**config.mk**
```make
export PLATFORM = sky130hd
export DESIGN_NAME = single_wire_reset_presence_core
export DESIGN_NICKNAME = d
export VERILOG_FILES = /design/src/rtl/swrp_pkg.sv /design/src/rtl/swrp_step.sv /design/src/rtl/swrp_skid.sv /design/src/rtl/single_wire_reset_presence_core.sv
export SDC_FILE = /design/constraint.sdc
export NUM_CORES = 1
export LEC_CHECK = 0
export CAP_MARGIN = 20
export CORE_MARGIN = 2
export CORE_UTILIZATION = 50
export CTS_CLUSTER_SIZE = 28
export DETAILED_ROUTE_END_ITERATION = 12
export DONT_BUFFER_PORTS = 1
export PLACE_DENSITY = 0.62
export SYNTH_ARGS = -nofsm -noshare
export SYNTH_HDL_FRONTEND = slang
export SYNTH_SLANG_ARGS = --single-unit
export TNS_END_PERCENT = 50
```
**constraint.sdc**
```tcl
create_clock -name clk -period 8.4 [get_ports clk]
set_input_delay 0.42 -clock clk [delete_from_list [all_inputs] [get_ports clk]]
set_output_delay 0.42 -clock clk [all_outputs]
set_load 0.005 [all_outputs]
```
**src/rtl/swrp_pkg.sv**
```systemverilog
// Shared types and constants for the single-wire reset and presence sequencer.
`timescale 1ns / 1ps
`default_nettype none

package swrp_pkg;

  localparam int unsigned CFG_WIDTH    = 12;
  localparam int unsigned CFG_IDX_W    = 2;
  localparam int unsigned STATUS_WIDTH = 3;
  localparam int unsigned PHASE_WIDTH  = 3;

  // Register indexes on the configuration port
  localparam logic [CFG_IDX_W-1:0] CFG_LOW_PULSE     = 2'd0;
  localparam logic [CFG_IDX_W-1:0] CFG_SAMPLE_DELAY  = 2'd1;
  localparam logic [CFG_IDX_W-1:0] CFG_POST_PRESENCE = 2'd2;
  localparam logic [CFG_IDX_W-1:0] CFG_HIGH_WAIT     = 2'd3;

  // Register reset values
  localparam logic [CFG_WIDTH-1:0] LOW_PULSE_RST     = 12'd480;
  localparam logic [CFG_WIDTH-1:0] SAMPLE_DELAY_RST  = 12'd70;
  localparam logic [CFG_WIDTH-1:0] POST_PRESENCE_RST = 12'd410;
  localparam logic [CFG_WIDTH-1:0] HIGH_WAIT_RST     = 12'd248;

  // Sequencer phases
  localparam logic [PHASE_WIDTH-1:0] PH_IDLE      = 3'd0;
  localparam logic [PHASE_WIDTH-1:0] PH_WAIT_HIGH = 3'd1;
  localparam logic [PHASE_WIDTH-1:0] PH_LOW       = 3'd2;
  localparam logic [PHASE_WIDTH-1:0] PH_SAMPLE    = 3'd3;
  localparam logic [PHASE_WIDTH-1:0] PH_POST      = 3'd4;

  // Reported status codes
  localparam logic [STATUS_WIDTH-1:0] ST_IDLE      = 3'd0;
  localparam logic [STATUS_WIDTH-1:0] ST_WAIT_HIGH = 3'd1;
  localparam logic [STATUS_WIDTH-1:0] ST_LOW       = 3'd2;
  localparam logic [STATUS_WIDTH-1:0] ST_PRESENCE  = 3'd3;
  localparam logic [STATUS_WIDTH-1:0] ST_DONE      = 3'd4;
  localparam logic [STATUS_WIDTH-1:0] ST_NODEV     = 3'd5;

  // One result transaction
  typedef struct packed {
    logic                    drive_low;
    logic [STATUS_WIDTH-1:0] status;
  } res_t;

endpackage

`default_nettype wire

```
**src/rtl/swrp_step.sv**
```systemverilog
// Next-phase, timer and result logic for one tick of the sequencer.
`timescale 1ns / 1ps
`default_nettype none

module swrp_step
  import swrp_pkg::*;
#(
  parameter int unsigned TIMER_WIDTH = 12
) (
  input  wire logic [PHASE_WIDTH-1:0] phase,
  input  wire logic [TIMER_WIDTH-1:0] elapsed,
  input  wire logic                   start_req,
  input  wire logic                   wire_level,
  input  wire logic [CFG_WIDTH-1:0]   low_pulse_ticks,
  input  wire logic [CFG_WIDTH-1:0]   sample_delay_ticks,
  input  wire logic [CFG_WIDTH-1:0]   post_presence_ticks,
  input  wire logic [CFG_WIDTH-1:0]   high_wait_limit,
  output logic      [PHASE_WIDTH-1:0] phase_next,
  output logic      [TIMER_WIDTH-1:0] elapsed_next,
  output res_t                        res
);

  localparam int unsigned LIM_W = (TIMER_WIDTH > CFG_WIDTH) ? TIMER_WIDTH : CFG_WIDTH;
  localparam logic [TIMER_WIDTH-1:0] TMAX     = {TIMER_WIDTH{1'b1}};
  localparam logic [LIM_W-1:0]       TMAX_EXT = LIM_W'(TMAX);

  // Limits saturate at the largest timer value
  function automatic logic [TIMER_WIDTH-1:0] clamp(input logic [CFG_WIDTH-1:0] v);
    logic [LIM_W-1:0] ext;
    ext = LIM_W'(v);
    if (ext > TMAX_EXT) begin
      return TMAX;
    end
    return ext[TIMER_WIDTH-1:0];
  endfunction

  logic [PHASE_WIDTH-1:0] ph;
  logic [TIMER_WIDTH-1:0] el;
  logic [TIMER_WIDTH-1:0] el_inc;
  logic [TIMER_WIDTH-1:0] lim_low;
  logic [TIMER_WIDTH-1:0] lim_sample;
  logic [TIMER_WIDTH-1:0] lim_post;
  logic [TIMER_WIDTH-1:0] lim_high;

  assign lim_low    = clamp(low_pulse_ticks);
  assign lim_sample = clamp(sample_delay_ticks);
  assign lim_post   = clamp(post_presence_ticks);
  assign lim_high   = clamp(high_wait_limit);

  // Start in idle is treated as the first wait-high tick
  always_comb begin
    if (phase == PH_IDLE && start_req) begin
      ph = PH_WAIT_HIGH;
      el = '0;
    end else begin
      ph = phase;
      el = elapsed;
    end
  end

  assign el_inc = (el == TMAX) ? el : el + TIMER_WIDTH'(1);

  always_comb begin
    phase_next    = PH_IDLE;
    elapsed_next  = '0;
    res.drive_low = 1'b0;
    res.status    = ST_IDLE;
    unique case (ph)
      PH_WAIT_HIGH: begin
        if (wire_level) begin
          phase_next    = PH_LOW;
          res.drive_low = 1'b1;
          res.status    = ST_LOW;
        end else if (el_inc >= lim_high) begin
          res.status = ST_NODEV;
        end else begin
          phase_next   = PH_WAIT_HIGH;
          elapsed_next = el_inc;
          res.status   = ST_WAIT_HIGH;
        end
      end
      PH_LOW: begin
        if (el_inc >= lim_low) begin
          phase_next = PH_SAMPLE;
          res.status = ST_PRESENCE;
        end else begin
          phase_next    = PH_LOW;
          elapsed_next  = el_inc;
          res.drive_low = 1'b1;
          res.status    = ST_LOW;
        end
      end
      PH_SAMPLE: begin
        if (el_inc >= lim_sample) begin
          // Low line at the sample point means a device answered
          if (!wire_level) begin
            phase_next = PH_POST;
            res.status = ST_PRESENCE;
          end else begin
            res.status = ST_NODEV;
          end
        end else begin
          phase_next   = PH_SAMPLE;
          elapsed_next = el_inc;
          res.status   = ST_PRESENCE;
        end
      end
      PH_POST: begin
        if (el >= lim_post) begin
          res.status = ST_DONE;
        end else begin
          phase_next   = PH_POST;
          elapsed_next = el_inc;
          res.status   = ST_PRESENCE;
        end
      end
      default: begin
        phase_next = PH_IDLE;
      end
    endcase
  end

endmodule

`default_nettype wire

```
**src/rtl/swrp_skid.sv**
```systemverilog
// Two-entry output buffer: result register plus skid register.
`timescale 1ns / 1ps
`default_nettype none

module swrp_skid
  import swrp_pkg::*;
(
  input  wire logic clk,
  input  wire logic rst,
  input  wire logic push,
  input  wire res_t push_data,
  output logic      full,
  output logic      out_valid,
  input  wire logic out_stall,
  output res_t      out_data
);

  logic skid_valid;
  res_t skid_data;
  logic pop;

  assign full = skid_valid;
  assign pop  = out_valid && !out_stall;

  always_ff @(posedge clk) begin
    if (rst) begin
      out_valid  <= 1'b0;
      skid_valid <= 1'b0;
    end else if (!out_valid) begin
      out_valid <= push;
    end else if (pop) begin
      if (skid_valid) begin
        skid_valid <= 1'b0;
      end else begin
        out_valid <= push;
      end
    end else if (push) begin
      skid_valid <= 1'b1;
    end
  end

  always_ff @(posedge clk) begin
    if (!out_valid || (pop && !skid_valid)) begin
      out_data <= push_data;
    end else if (pop) begin
      out_data <= skid_data;
    end
    if (out_valid && !pop && push) begin
      skid_data <= push_data;
    end
  end

  // Skid entry is only ever filled behind a held result
  assert property (@(posedge clk) disable iff (rst) skid_valid |-> out_valid)
    else $error("skid entry valid with empty result register");
  assert property (@(posedge clk) disable iff (rst)
    out_valid && out_stall && skid_valid |=> skid_valid && $stable(out_data))
    else $error("held result changed while stalled and full");
  assert property (@(posedge clk) disable iff (rst) pop && skid_valid |=> out_valid)
    else $error("skid entry lost on drain");

endmodule

`default_nettype wire

```
**src/rtl/single_wire_reset_presence_core.sv**
```systemverilog
// Top level of the single-wire bus reset and presence sequencer.
//
//   channel  dir  handshake               payload
//   input    in   in_valid / in_stall     start_req, wire_level
//   output   out  out_valid / out_stall   drive_low, status
//   config   in   cfg_valid / cfg_ready   cfg_index, cfg_data
//
// Each input transaction is one microsecond tick and yields exactly one
// output transaction, registered in the output buffer when the tick is taken.
// One tick per clock sustained while in_stall is low: phase and timer update on each accepted tick.
// Reset (rst, synchronous) returns to idle with the timer at zero and the
// timing registers at their defaults (480, 70, 410, 248 ticks).
// The output side has a result register and a skid register, so a stalled
// result still lets one more tick in; in_stall rises only when both are full.
// cfg_ready is always high; the user must write registers only while the sequencer idles (not enforced).
`timescale 1ns / 1ps
`default_nettype none

module single_wire_reset_presence_core
  import swrp_pkg::*;
#(
  parameter int unsigned TIMER_WIDTH = 12
) (
  input  wire logic                    clk,
  input  wire logic                    rst,
  // tick input
  input  wire logic                    in_valid,
  output logic                         in_stall,
  input  wire logic                    start_req,
  input  wire logic                    wire_level,
  // result output
  output logic                         out_valid,
  input  wire logic                    out_stall,
  output logic                         drive_low,
  output logic      [STATUS_WIDTH-1:0] status,
  // configuration writes
  input  wire logic                    cfg_valid,
  output logic                         cfg_ready,
  input  wire logic [CFG_IDX_W-1:0]    cfg_index,
  input  wire logic [CFG_WIDTH-1:0]    cfg_data
);

  // Timing registers
  logic [CFG_WIDTH-1:0] low_pulse_ticks;
  logic [CFG_WIDTH-1:0] sample_delay_ticks;
  logic [CFG_WIDTH-1:0] post_presence_ticks;
  logic [CFG_WIDTH-1:0] high_wait_limit;

  // Sequencer state
  logic [PHASE_WIDTH-1:0] phase;
  logic [PHASE_WIDTH-1:0] phase_next;
  logic [TIMER_WIDTH-1:0] elapsed;
  logic [TIMER_WIDTH-1:0] elapsed_next;

  logic accept;
  res_t res;
  res_t out_data;

  assign cfg_ready = 1'b1;
  assign accept    = in_valid && !in_stall;

  always_ff @(posedge clk) begin
    if (rst) begin
      low_pulse_ticks     <= LOW_PULSE_RST;
      sample_delay_ticks  <= SAMPLE_DELAY_RST;
      post_presence_ticks <= POST_PRESENCE_RST;
      high_wait_limit     <= HIGH_WAIT_RST;
    end else if (cfg_valid && cfg_ready) begin
      unique case (cfg_index)
        CFG_LOW_PULSE:     low_pulse_ticks     <= cfg_data;
        CFG_SAMPLE_DELAY:  sample_delay_ticks  <= cfg_data;
        CFG_POST_PRESENCE: post_presence_ticks <= cfg_data;
        CFG_HIGH_WAIT:     high_wait_limit     <= cfg_data;
        default: ;
      endcase
    end
  end

  // State advances once per accepted tick
  always_ff @(posedge clk) begin
    if (rst) begin
      phase   <= PH_IDLE;
      elapsed <= '0;
    end else if (accept) begin
      phase   <= phase_next;
      elapsed <= elapsed_next;
    end
  end

  swrp_step #(
    .TIMER_WIDTH (TIMER_WIDTH)
  ) u_step (
    .phase               (phase),
    .elapsed             (elapsed),
    .start_req           (start_req),
    .wire_level          (wire_level),
    .low_pulse_ticks     (low_pulse_ticks),
    .sample_delay_ticks  (sample_delay_ticks),
    .post_presence_ticks (post_presence_ticks),
    .high_wait_limit     (high_wait_limit),
    .phase_next          (phase_next),
    .elapsed_next        (elapsed_next),
    .res                 (res)
  );

  swrp_skid u_skid (
    .clk       (clk),
    .rst       (rst),
    .push      (accept),
    .push_data (res),
    .full      (in_stall),
    .out_valid (out_valid),
    .out_stall (out_stall),
    .out_data  (out_data)
  );

  assign drive_low = out_data.drive_low;
  assign status    = out_data.status;

  // Every way back to idle also clears the timer
  assert property (@(posedge clk) disable iff (rst) phase == PH_IDLE |-> elapsed == '0)
    else $error("timer nonzero in idle");
  // No tick taken, no state change
  assert property (@(posedge clk) disable iff (rst)
    !accept |=> $stable(phase) && $stable(elapsed))
    else $error("state moved without a tick");
  // High line while waiting starts the low pulse
  assert property (@(posedge clk) disable iff (rst)
    accept && phase == PH_WAIT_HIGH && wire_level |=> phase == PH_LOW && elapsed == '0)
    else $error("wire high did not start low pulse");
  // A tick always lands in the output buffer
  assert property (@(posedge clk) disable iff (rst) accept |=> out_valid)
    else $error("accepted tick produced no result");

endmodule

`default_nettype wire
```
# Word level (Yosys, flattened, before mapping)
# Index checks and enable logic that the tools add are counted.
dict set report totals {
  ff_bits 73
  output_inout_bits 7
  word_cells 93
}
dict set report op_classes {
  addsub 1
  magnitude_cmp 8
  n_eq_ne 8
  n_mux 44
  reduce_logical 20
}
# op count
set op_table {}
lappend op_table {{2-to-1 mux 12 bit} 15}
lappend op_table {{>= comparator 12 bit} 4}
lappend op_table {{greater-than comparator 12 bit (second input constant)} 4}
lappend op_table {{case mux 12 bit (4 select lines)} 1}
lappend op_table {{2-to-1 mux 3 bit} 10}
lappend op_table {{case mux 3 bit (4 select lines)} 2}
lappend op_table {{2-to-1 mux 1 bit} 13}
lappend op_table {{adder 12 x 1 -> 12 bit (second input constant)} 1}
lappend op_table {{equality test 12 bit (second input constant)} 1}
lappend op_table {{AND reduction 2 bit} 5}
lappend op_table {{2-to-1 mux 4 bit} 2}
lappend op_table {{equality test 3 x 2 -> 1 bit (second input constant)} 2}
lappend op_table {{logical AND 1 bit} 6}
lappend op_table {{equality test 2 bit (second input constant)} 2}
lappend op_table {{zero test 1 bit} 4}
lappend op_table {{nonzero test 2 bit} 2}
lappend op_table {{equality test 3 x 1 -> 1 bit (second input constant)} 1}
lappend op_table {{equality test 3 bit (second input constant)} 1}
lappend op_table {{zero test 3 bit} 1}
lappend op_table {{equality test 2 x 1 -> 1 bit (second input constant)} 1}
lappend op_table {{zero test 2 bit} 1}
lappend op_table {{case mux 1 bit (2 select lines)} 1}
lappend op_table {{logical OR 1 bit} 1}

# Depth between registers and ports, before layout
# Gate-level depths: netlist of the first run.
dict set report logic_depth {
  word_depth 10
  mapped_depth 13
  ltp_nobuf 11
}

# Hierarchy
# From an unflattened synthesis of the first run, not the netlist that was laid out.
dict set report hier_totals {
  cells_unflattened 571
  hier_area_um2 4484.3
}
# mod n_inst cells_each area_each_um2 seq_area_each_um2
set modules_own_cells {}
lappend modules_own_cells {single_wire_reset_presence_core 1 280 2289.7 1261.2}
lappend modules_own_cells {swrp_step 1 269 1805.5 0.0}
lappend modules_own_cells {swrp_skid 1 22 389.1 280.3}

# Worst setup path after synthesis of the first run
# No wires, ideal clock.
dict set report synth_timing {
  kind {reg-to-reg}
  startpoint {register phase[0]}
  endpoint {register u_skid.out_data[2] (netlist name)}
  setup_time_ns 0.264
  arrival_time_ns 2.873
  t_required_ns 8.136
  slack_ns 5.264
  path_stages_with_launch 12
  n_path_buf 2
  period_less_slack_ns 3.136
  path_cell_list {dfxtp_1 buf_4 or4b_4 clkbuf_1 o21a_1 ha_1 a2111o_1 a221oi_1 o31ai_1 nand2_1 nor2_1 o41a_1}
}
dict set report synth_between {
  elab_chain_cells 10
  elab_cells_between_ends 20
}
# item line
set synth_rtl {}
lappend synth_rtl {{start: declaration} single_wire_reset_presence_core.sv:50} ;# logic [PHASE_WIDTH-1:0] phase;
lappend synth_rtl {{start signal: assignment} single_wire_reset_presence_core.sv:85} ;# phase <= phase_next;
lappend synth_rtl {{zero test 3 bit} swrp_step.sv:52} ;# if (phase == PH_IDLE && start_req) begin
lappend synth_rtl {{logical AND 1 bit} swrp_step.sv:52}
lappend synth_rtl {{2-to-1 mux 12 bit} swrp_step.sv:52}
lappend synth_rtl {{adder 12 x 1 -> 12 bit / equality test 12 bit (equally long branches)} swrp_step.sv:61} ;# assign el_inc = (el == TMAX) ? el : el + TIMER_WIDTH'(1);
lappend synth_rtl {{2-to-1 mux 12 bit} swrp_step.sv:61}
lappend synth_rtl {{>= comparator 12 bit} swrp_step.sv:74} ;# end else if (el_inc >= lim_high) begin
lappend synth_rtl {{2-to-1 mux 3 bit} swrp_step.sv:74}
lappend synth_rtl {{2-to-1 mux 3 bit} swrp_step.sv:70} ;# if (wire_level) begin
lappend synth_rtl {{case mux 3 bit (4 select lines) *} swrp_step.sv:68} ;# unique case (ph)
lappend synth_rtl {{2-to-1 mux 4 bit *} swrp_skid.sv:43} ;# if (!out_valid || (pop && !skid_valid)) begin
# Every way passes the cells marked *; elsewhere a longest branch is shown, timed or not.
# A chain may end at the register's enable or synchronous reset.

==> impl_metrics.csv, run 1 <==
group,metric,value,unit
run_status,outcome,"finished, final reports clean",
drt,vias,3873,
synth,yosys.area.top_type,"dfxtp_1",
drt,first_pass_iters,5,
synth,synth_mux_area_frac,0.00247,
synth,synthSimpleGateAreaFrac,0.245,
placed_design,globalplace.congestion,0.873,
placed_design,io_buffers,0,
cts,cts_setup_buffers,0,
global_route,antenna_found_initial,0,
synth,synth_fp_nets,639,
worst_setup_path,worstPathMaxFanout,14,
global_route,grt_pass1_wl,18500,µm
floorplan,rows,34,
timing,tightest_slew,1.02,ns
placed_design,post-dp-hpwl,8490,µm
finish,ff_latch_area,0.00154,mm²
power,leakage,2.01,nW
timing,hold_viol,0,
drt,final_antenna_net_count,0,
cts,numCtsBuffers,9,
synth,post-synth-top-count-cell,"nand2_1",
cts,clk_latency,0.35,ns
cts,clk_pin_slew,0.08,ns
drt,wl,11200,µm
drt,drc,0,
finish,synthToLayoutAreaGrowth,5.27,%
cts,cts_tree,"done",
synth,synthTopCellsByArea,"dfxtp_1 (29%), ha_1 (13%), nand2_1 (8.5%), edfxtp_1 (5.3%), a21oi_1 (4.9%)",
power,power.total,0.781,mW
placed_design,placed_area,0.00456,mm²
cts,cts_root_buffer,"clkbuf_8",
drt,first_iter_violations,231,
global_route,grt_use_total,0.237,
synth,async_flop_share,0,
synth,ys.warnings.count,0,
finish,layout.nets,619,
synth,syn_inst,571,
timing,whs,0.129,ns
timing,fmax,250,MHz
power,powerDensity,163,mW/mm²
worst_setup_path,crit_arrival,4.11,ns
synth,yosysUniqueCellTypes,62,
timing,clock_skew,0.00697,ns
cts,cts_buffer_depth,2,
synth,synthFlopType,"dfxtp_1",
synth,synthAdderAreaFrac,0.129,
floorplan,io_pins,28,
synth,seq_area_frac_synth,0.338,
floorplan,die_w,99.5,µm
synth,synth_top_area_frac,0.285,
global_route,grt_pass1_vias,3621,
worst_hold_path,hold_path_class,"in -> reg",
timing,rsz0062_at_grt,"false",
timing,fin_crit,4.00,ns
worst_setup_path,cp-end-kind,"flip-flop",
floorplan,start_util,0.518,
timing,fin_crit_sh,0.476,
floorplan,core_area,0.00881,mm²
finish,drive_gt1_frac,0.0701,
cts,cts.sinks,73,
timing,setup_viol,0,
floorplan,die_area,0.00990,mm²
synth,synth_top_family_by_area,"simple AND/OR/NAND/NOR gates",
worst_setup_path,path_class,"reg -> reg",
floorplan,die_y,99.5,µm
synth,netlist_top_cells_count,"nand2_1 (103), dfxtp_1 (65), inv_1 (48)",
synth,ys_ff_latch,73,
global_route,grt_overflow,0,
synth,avgSynthCellArea,7.99,µm²
synth,synth_compound_area_frac,0.206,
cts,htreeDepth,3,
worst_setup_path,start_kind,"flip-flop",
timing,slew_viol_final,0,
finish,antenna_cells,0,
placed_design,dp_cells,647,
synth,synth-xor-area-share,0.00384,
cts,post_cts_resized,0,
finish,multi_input_area,0.00268,mm²
finish,fill_cells,831,
drt,routedWlPerCell,16.9,µm
synth,synth.cell_area,0.00456,mm²
timing,tns,0,ns
worst_setup_path,required,8.51,ns
power,peakVddDrop,0.0000984,V
timing,slew_headroom,0.322,
cts,cts_hold_buf,0,
synth,synth_edf_count,8,
job,cap_violations,0,
global_route,grt_max_degree,55,
finish,stdcell_area,0.00480,mm²
drt,viasPerCell,5.83,
finish,instances_no_fill,664,
-- through the flow --
stage / setup slack (ns) / utilization
after detailed placement: 4.49 / 0.518
after floorplan: 5.26 / -
final: 4.40 / 0.545
after global routing: 4.24 / 0.545
after CTS: 4.46 / 0.544
after global placement: 4.56 / 0.517
-- logic make-up (layout without fill, tap and decap cells) --
family          Yosys count  count (layout)
other cells               1               1
fa+ha+maj                47              47
mux                       1               1
buf+inv                  83              68
simple gates            223             223
flops                    73              73
compound gates          141             141
xor+xnor                  2               2
-- cell type report --
cell class / instances / share of cell area
Tap cell: 108 / 0.0281
Timing Repair Buffer: 3 / 0.00469
Clock buffer: 10 / 0.0266
Inverter: 49 / 0.0383
Clock inverter: 6 / 0.0224
Multi-Input combinational cell: 415 / 0.559
Sequential cell: 73 / 0.321
-- path summary, 6_finish.rpt --
| kind | cells after the start | from | slack, ns | end |
|---|---|---|---|---|
| max | 11 | elapsed[0] | 4.40 | u_skid.out_data[0] |
| min | 1 | rst | 0.13 | phase[1] |
| max reg2reg | 11 | elapsed[0] | 4.40 | u_skid.out_data[0] |
| min reg2reg | 2 | high_wait_limit[8] | 0.45 | high_wait_limit[8] |
-- metal layers --
metal  GRT usage  vias to the layer above  wire, µm
li1            -                     1956         -
met2       0.353                      118      4930
met4      0.0864                        0       265
met5           0                        -         0
met1       0.336                     1783      5430
met3      0.0548                       16       602
-- cell usage in the layout, fill, tap and decap left out, types with 4 or more instances in the layout --
cell / instances
a211oi_1: 8
nor2_1: 33
nand2b_1: 5
a211o_1: 13
o211ai_1: 25
nor2b_1: 5
nand2_1: 103
nand4_1: 5
a31oi_1: 6
o21a_1: 5
nand3b_1: 6
a21oi_1: 45
nand3_1: 20
inv_1: 48
edfxtp_1: 8
dfxtp_1: 65
a21o_1: 4
o21ai_0: 15
nor3_1: 8
and2_1: 9
clkbuf_8: 9
ha_1: 47
-- power breakdown --
group,leakage (nW),internal [mW],switching [mW]
combinational,1.28,0.0259,0.0440
sequential,0.610,0.367,0.00959
clock,0.116,0.196,0.138
-- flip-flops by register name (all words and copies together) (netlist names) --
signal / flops
elapsed: 12
high_wait_limit: 12
low_pulse_ticks: 12
phase: 3
post_presence_ticks: 12
sample_delay_ticks: 12
u_skid.full: 1
u_skid.out_data: 4
u_skid.out_valid: 1
u_skid.skid_data: 4
-- critical path, cell delays in order (launching register included) --
cell	delay, ns
dfxtp_1	0.49
and4_1	0.41
nand4_4	0.17
or3_1	0.36
a21oi_2	0.33
ha_1	0.31
a21o_1	0.18
a21o_1	0.17
a211oi_1	0.38
o21a_1	0.50
o211ai_1	0.19
mux2_2	0.29
(Power assumes the default switching activity.)
==> run 2: changes to the inputs <==
- PLACE_DENSITY: 0.62 -> 0.65
- clock period: 8.4 -> 3.6 ns (I/O delays scaled with it)
==> impl_metrics.csv, run 2 (same netlist as run 1, synthesis figures left out) <==
group,metric,value,unit
power,powerDensity,361,mW/mm²
finish,layout_common_cells,"nand2_1 (103), dfxtp_1 (65), inv_1 (48)",
cts,cts_tree,"done",
floorplan,die_y,99.5,µm
power,leakage,2.16,nW
finish,drive_gt1_frac,0.0991,
cts,numCtsBuffers,9,
worst_setup_path,required,3.70,ns
timing,whs,0.0377,ns
cts,cts_root_buffer,"clkbuf_8",
finish,stdcell_area,0.00508,mm²
worst_setup_path,path_cells,"and4_2 > nand4_4 > or3_1 > a21oi_4 > ha_1 > a21o_1 > a21o_1 > a211oi_1 > o21a_1 > o211ai_1 > mux2_2",
worst_hold_path,hold_path_class,"in -> reg",
worst_setup_path,path_class,"reg -> reg",
timing,slew_viol_final,0,
floorplan,die_area,0.00990,mm²
floorplan,core_area,0.00881,mm²
worst_setup_path,crit_top_cell,"a21o_1",
timing,clock_skew,0.0102,ns
cts,clk_pin_slew,0.08,ns
timing,fin_crit_sh,0.942,
drt,vias,4001,
cts,cts_setup_buffers,0,
floorplan,io_pins,28,
worst_setup_path,start_kind,"flip-flop",
timing,rsz0062_at_grt,"false",
drt,viasPerCell,5.77,
timing,setup_viol,0,
finish,final_common_cell,"nand2_1",
floorplan,rows,34,
cts,htreeDepth,3,
placed_design,io_buffers,0,
cts,clk_latency,0.34,ns
placed_design,globalplace.congestion,0.948,
placed_design,post-dp-hpwl,8820,µm
drt,drc,0,
worst_setup_path,crit_arrival,3.49,ns
worst_setup_path,cpMaxStageDelayCell,"dfxtp_1",
finish,layout.nets,648,
cts,cts_buffer_depth,2,
worst_setup_path,slowest_delay,0.42,ns
timing,hold_viol,0,
timing,slew_headroom,0.308,
timing,fin_crit,3.39,ns
global_route,grt_max_degree,52,
floorplan,die_w,99.5,µm
global_route,grt_overflow,0,
global_route,grt_use_total,0.242,
finish,fill_cells,836,
drt,wl,11500,µm
floorplan,start_util,0.518,
finish,antenna_cells,0,
drt,first_iter_violations,178,
run_status,outcome,"finished, final reports clean",
timing,tns,0,ns
job,cap_violations,0,
cts,cts.sinks,73,
timing,tightest_slew,1.04,ns
finish,postLayoutCoreUtil,0.577,
drt,routedWlPerCell,16.6,µm
timing,fmax,295,MHz
global_route,grt_pass1_wl,19000,µm
finish,synthToLayoutAreaGrowth,11.4,%
drt,final_antenna_net_count,0,
drt,first_pass_iters,5,
global_route,grt_pass1_vias,3804,
power,peakVddDrop,0.000240,V
worst_setup_path,worstPathMaxFanout,7,
worst_setup_path,cp-end-kind,"flip-flop",
global_route,antenna_found_initial,0,
placed_design,placed_area,0.00468,mm²
[run 2: path summary, 6_finish.rpt]
| kind | startpoint | to | slack, ns | cells past startpoint |
|---|---|---|---|---|
| setup / recovery | elapsed[1] | u_skid.out_data[0] | 0.21 | 11 |
| hold / removal | cfg_data[4] | post_presence_ticks[4] | 0.04 | 2 |
| setup reg to reg | elapsed[1] | u_skid.out_data[0] | 0.21 | 11 |
| hold reg to reg | sample_delay_ticks[7] | sample_delay_ticks[7] | 0.46 | 2 |
[run 2: report_power, final]
| part | internal, mW | switching (mW) | leakage (nW) |
|---|---|---|---|
| sequential | 0.857 | 0.0200 | 0.610 |
| combinational | 0.0802 | 0.125 | 1.43 |
| clock | 0.447 | 0.305 | 0.123 |
| total | 1.38 | 0.450 | 2.16 |
[run 2: critical path, delay by kind of cell, from the launching register on]
kind / cells / cell delay [ns]
AOI/OAI and AO/OA: 6 / 1.26
adders and majority gates: 1 / 0.29
DFF: 1 / 0.42
muxes: 1 / 0.28
and+or+nand+nor: 3 / 0.90
[run 2: layer usage]
layer  up-vias  part of all wire  global-route usage
met1      1868              0.47               0.336
li1       2021                 -                   -
met5         -                 0                   0
met3        11             0.048              0.0401
met4         0             0.014              0.0580
met2       101              0.47               0.395
[run 2: timing repair]
action | in CTS | in global routing
setup endpoints to repair | 0 | 6
hold endpoints to repair | 51 | 0
resized for setup | 0 | 3
hold buffers | 14 | 0
[run 2: cell type report]
class,count,area [µm²],area share
Tap cell,108,135,0.0266
Multi-Input combinational cell,415,2700,0.531
Clock inverter,4,73.8,0.0145
Timing Repair Buffer,32,285,0.0561
Sequential cell,73,1540,0.303
Inverter,49,184,0.0362
Clock buffer,12,165,0.0325
[run 2: per-stage QoR]
stage               cells  worst slack [ns]  power, mW
finish                693             0.210       1.83
floorplan             571             0.464       1.03
CTS                   693             0.147       1.85
detailed placement    663             0.154       1.07
global placement      663             0.272       1.07
global route          693            0.0248       1.91
==> run 3: changes to the inputs <==
- REMOVE_ABC_BUFFERS: default -> 1
==> impl_metrics.csv, run 3 (same netlist as run 1, synthesis figures left out) <==
group,metric,value,unit
run_status,outcome,"finished, final reports clean",
global_route,grt_pass1_wl,19000,µm
finish,layout.nets,644,
cts,numCtsBuffers,9,
finish,synthToLayoutAreaGrowth,10.8,%
cts,clk_latency,0.35,ns
drt,drc,0,
floorplan,rows,34,
timing,rsz0062_at_grt,"false",
global_route,antenna_found_initial,0,
worst_setup_path,path_cells,"or4b_4 > and2_1 > a21oi_2 > inv_2 > ha_1 > a211oi_1 > o21ai_0 > a21oi_1 > o21a_1 > o211ai_1 > mux2_2",
job,cap_violations,0,
drt,vias,4043,
worst_setup_path,start_kind,"flip-flop",
floorplan,core_area,0.00881,mm²
placed_design,globalplace.congestion,0.826,
cts,cts_setup_buffers,0,
worst_setup_path,required,3.71,ns
global_route,grt_use_total,0.243,
drt,wl,11600,µm
finish,fill_cells,794,
floorplan,die_area,0.00990,mm²
finish,drive_gt1_frac,0.0895,
worst_setup_path,cp-end-kind,"flip-flop",
floorplan,start_util,0.518,
cts,cts_buffer_depth,2,
timing,clock_skew,0.0144,ns
timing,fmax,293,MHz
power,peakVddDrop,0.000203,V
cts,clk_pin_slew,0.09,ns
worst_hold_path,hold_path_class,"in -> reg",
finish,antenna_cells,0,
worst_setup_path,cpMaxStageDelayCell,"or4b_4",
worst_setup_path,crit_family,"compound AO/OA/AOI/OAI gates",
global_route,grt_pass1_vias,3738,
timing,slew_headroom,0.310,
cts,cts_root_buffer,"clkbuf_8",
finish,layout_common_cells,"nand2_1 (103), dfxtp_1 (65), inv_1 (48)",
worst_setup_path,slowest_delay,0.69,ns
timing,setup_viol,0,
floorplan,io_pins,28,
timing,slew_viol_final,0,
worst_setup_path,timing.critical_path.buf_inv,1,
timing,whs,0.0156,ns
worst_setup_path,path_class,"reg -> reg",
timing,tightest_slew,1.03,ns
cts,cts_tree,"done",
timing,tns,0,ns
drt,final_antenna_net_count,0,
timing,fin_crit,3.41,ns
floorplan,die_y,99.5,µm
drt,first_iter_violations,294,
timing,fin_crit_sh,0.948,
cts,cts.sinks,73,
floorplan,die_w,99.5,µm
global_route,grt_max_degree,52,
finish,final_common_cell,"nand2_1",
drt,viasPerCell,5.87,
cts,htreeDepth,3,
placed_design,io_buffers,0,
placed_design,post-dp-hpwl,8700,µm
timing,hold_viol,0,
global_route,grt_overflow,0,
drt,routedWlPerCell,16.8,µm
worst_setup_path,crit_arrival,3.53,ns
drt,first_pass_iters,5,
power,leakage,2.14,nW
power,powerDensity,377,mW/mm²
worst_setup_path,worstPathMaxFanout,13,
-- run 3: cell types whose count changed in the layout (fill, tap and decap cells not counted), sizes merged --
cell,delta
clkbuf,+1
buf,-4
bufinv,+1
clkinv,-2
dlygate4sd3,-1
clkinvlp,+1
-- run 3: area by class of cell --
type                            instances  area, µm²  area share
Tap cell                              108        135      0.0267
Inverter                               49        184      0.0364
Clock buffer                           12        156      0.0309
Clock inverter                          4       97.6      0.0193
Timing Repair Buffer                   28        253      0.0500
Sequential cell                        73       1540       0.305
Multi-Input combinational cell        415       2690       0.532
-- run 3: per-layer routing --
metal / up-vias / wire length [µm] / track usage / part of all wire
met5: - / 0 / 0 / 0
met4: 0 / 97 / 0.0474 / 0.0084
met3: 11 / 534 / 0.0365 / 0.046
met2: 103 / 5400 / 0.400 / 0.47
met1: 1919 / 5570 / 0.340 / 0.48
li1: 2010 / - / - / -
-- run 3: final timing paths --
check | from | cells past startpoint | slack [ns] | to
hold reg to reg | low_pulse_ticks[2] | 2 | 0.46 | low_pulse_ticks[2]
setup / recovery | phase[0] | 11 | 0.19 | u_skid.out_data[0]
hold / removal | cfg_data[3] | 2 | 0.02 | post_presence_ticks[3]
setup reg to reg | phase[0] | 11 | 0.19 | u_skid.out_data[0]
-- run 3: timing repair --
action | 4_1_cts | 5_1_grt
hold buffers | 13 | 0
endpoints found under the hold margin | 51 | 0
setup endpoints to repair | 0 | 9
gates resized for setup | 0 | 2
-- run 3: metrics by stage --
stage / total power, mW / cell area, µm² / util / setup slack [ns] / instances
floorplan: 1.01 / 4400 / - / 0.320 / 537
global placement: 1.06 / 4650 / 0.528 / 0.201 / 659
detailed placement: 1.06 / 4650 / 0.528 / 0.191 / 659
CTS: 1.91 / 5040 / 0.573 / 0.181 / 688
global route: 1.97 / 5050 / 0.574 / 0.00516 / 689
finish: 1.90 / 5050 / 0.574 / 0.186 / 689
-- run 3: where the power goes --
group          internal (mW)  total (mW)  switching, mW
logic                 0.0762       0.196          0.120
registers              0.856       0.880         0.0232
clock network          0.504       0.827          0.323
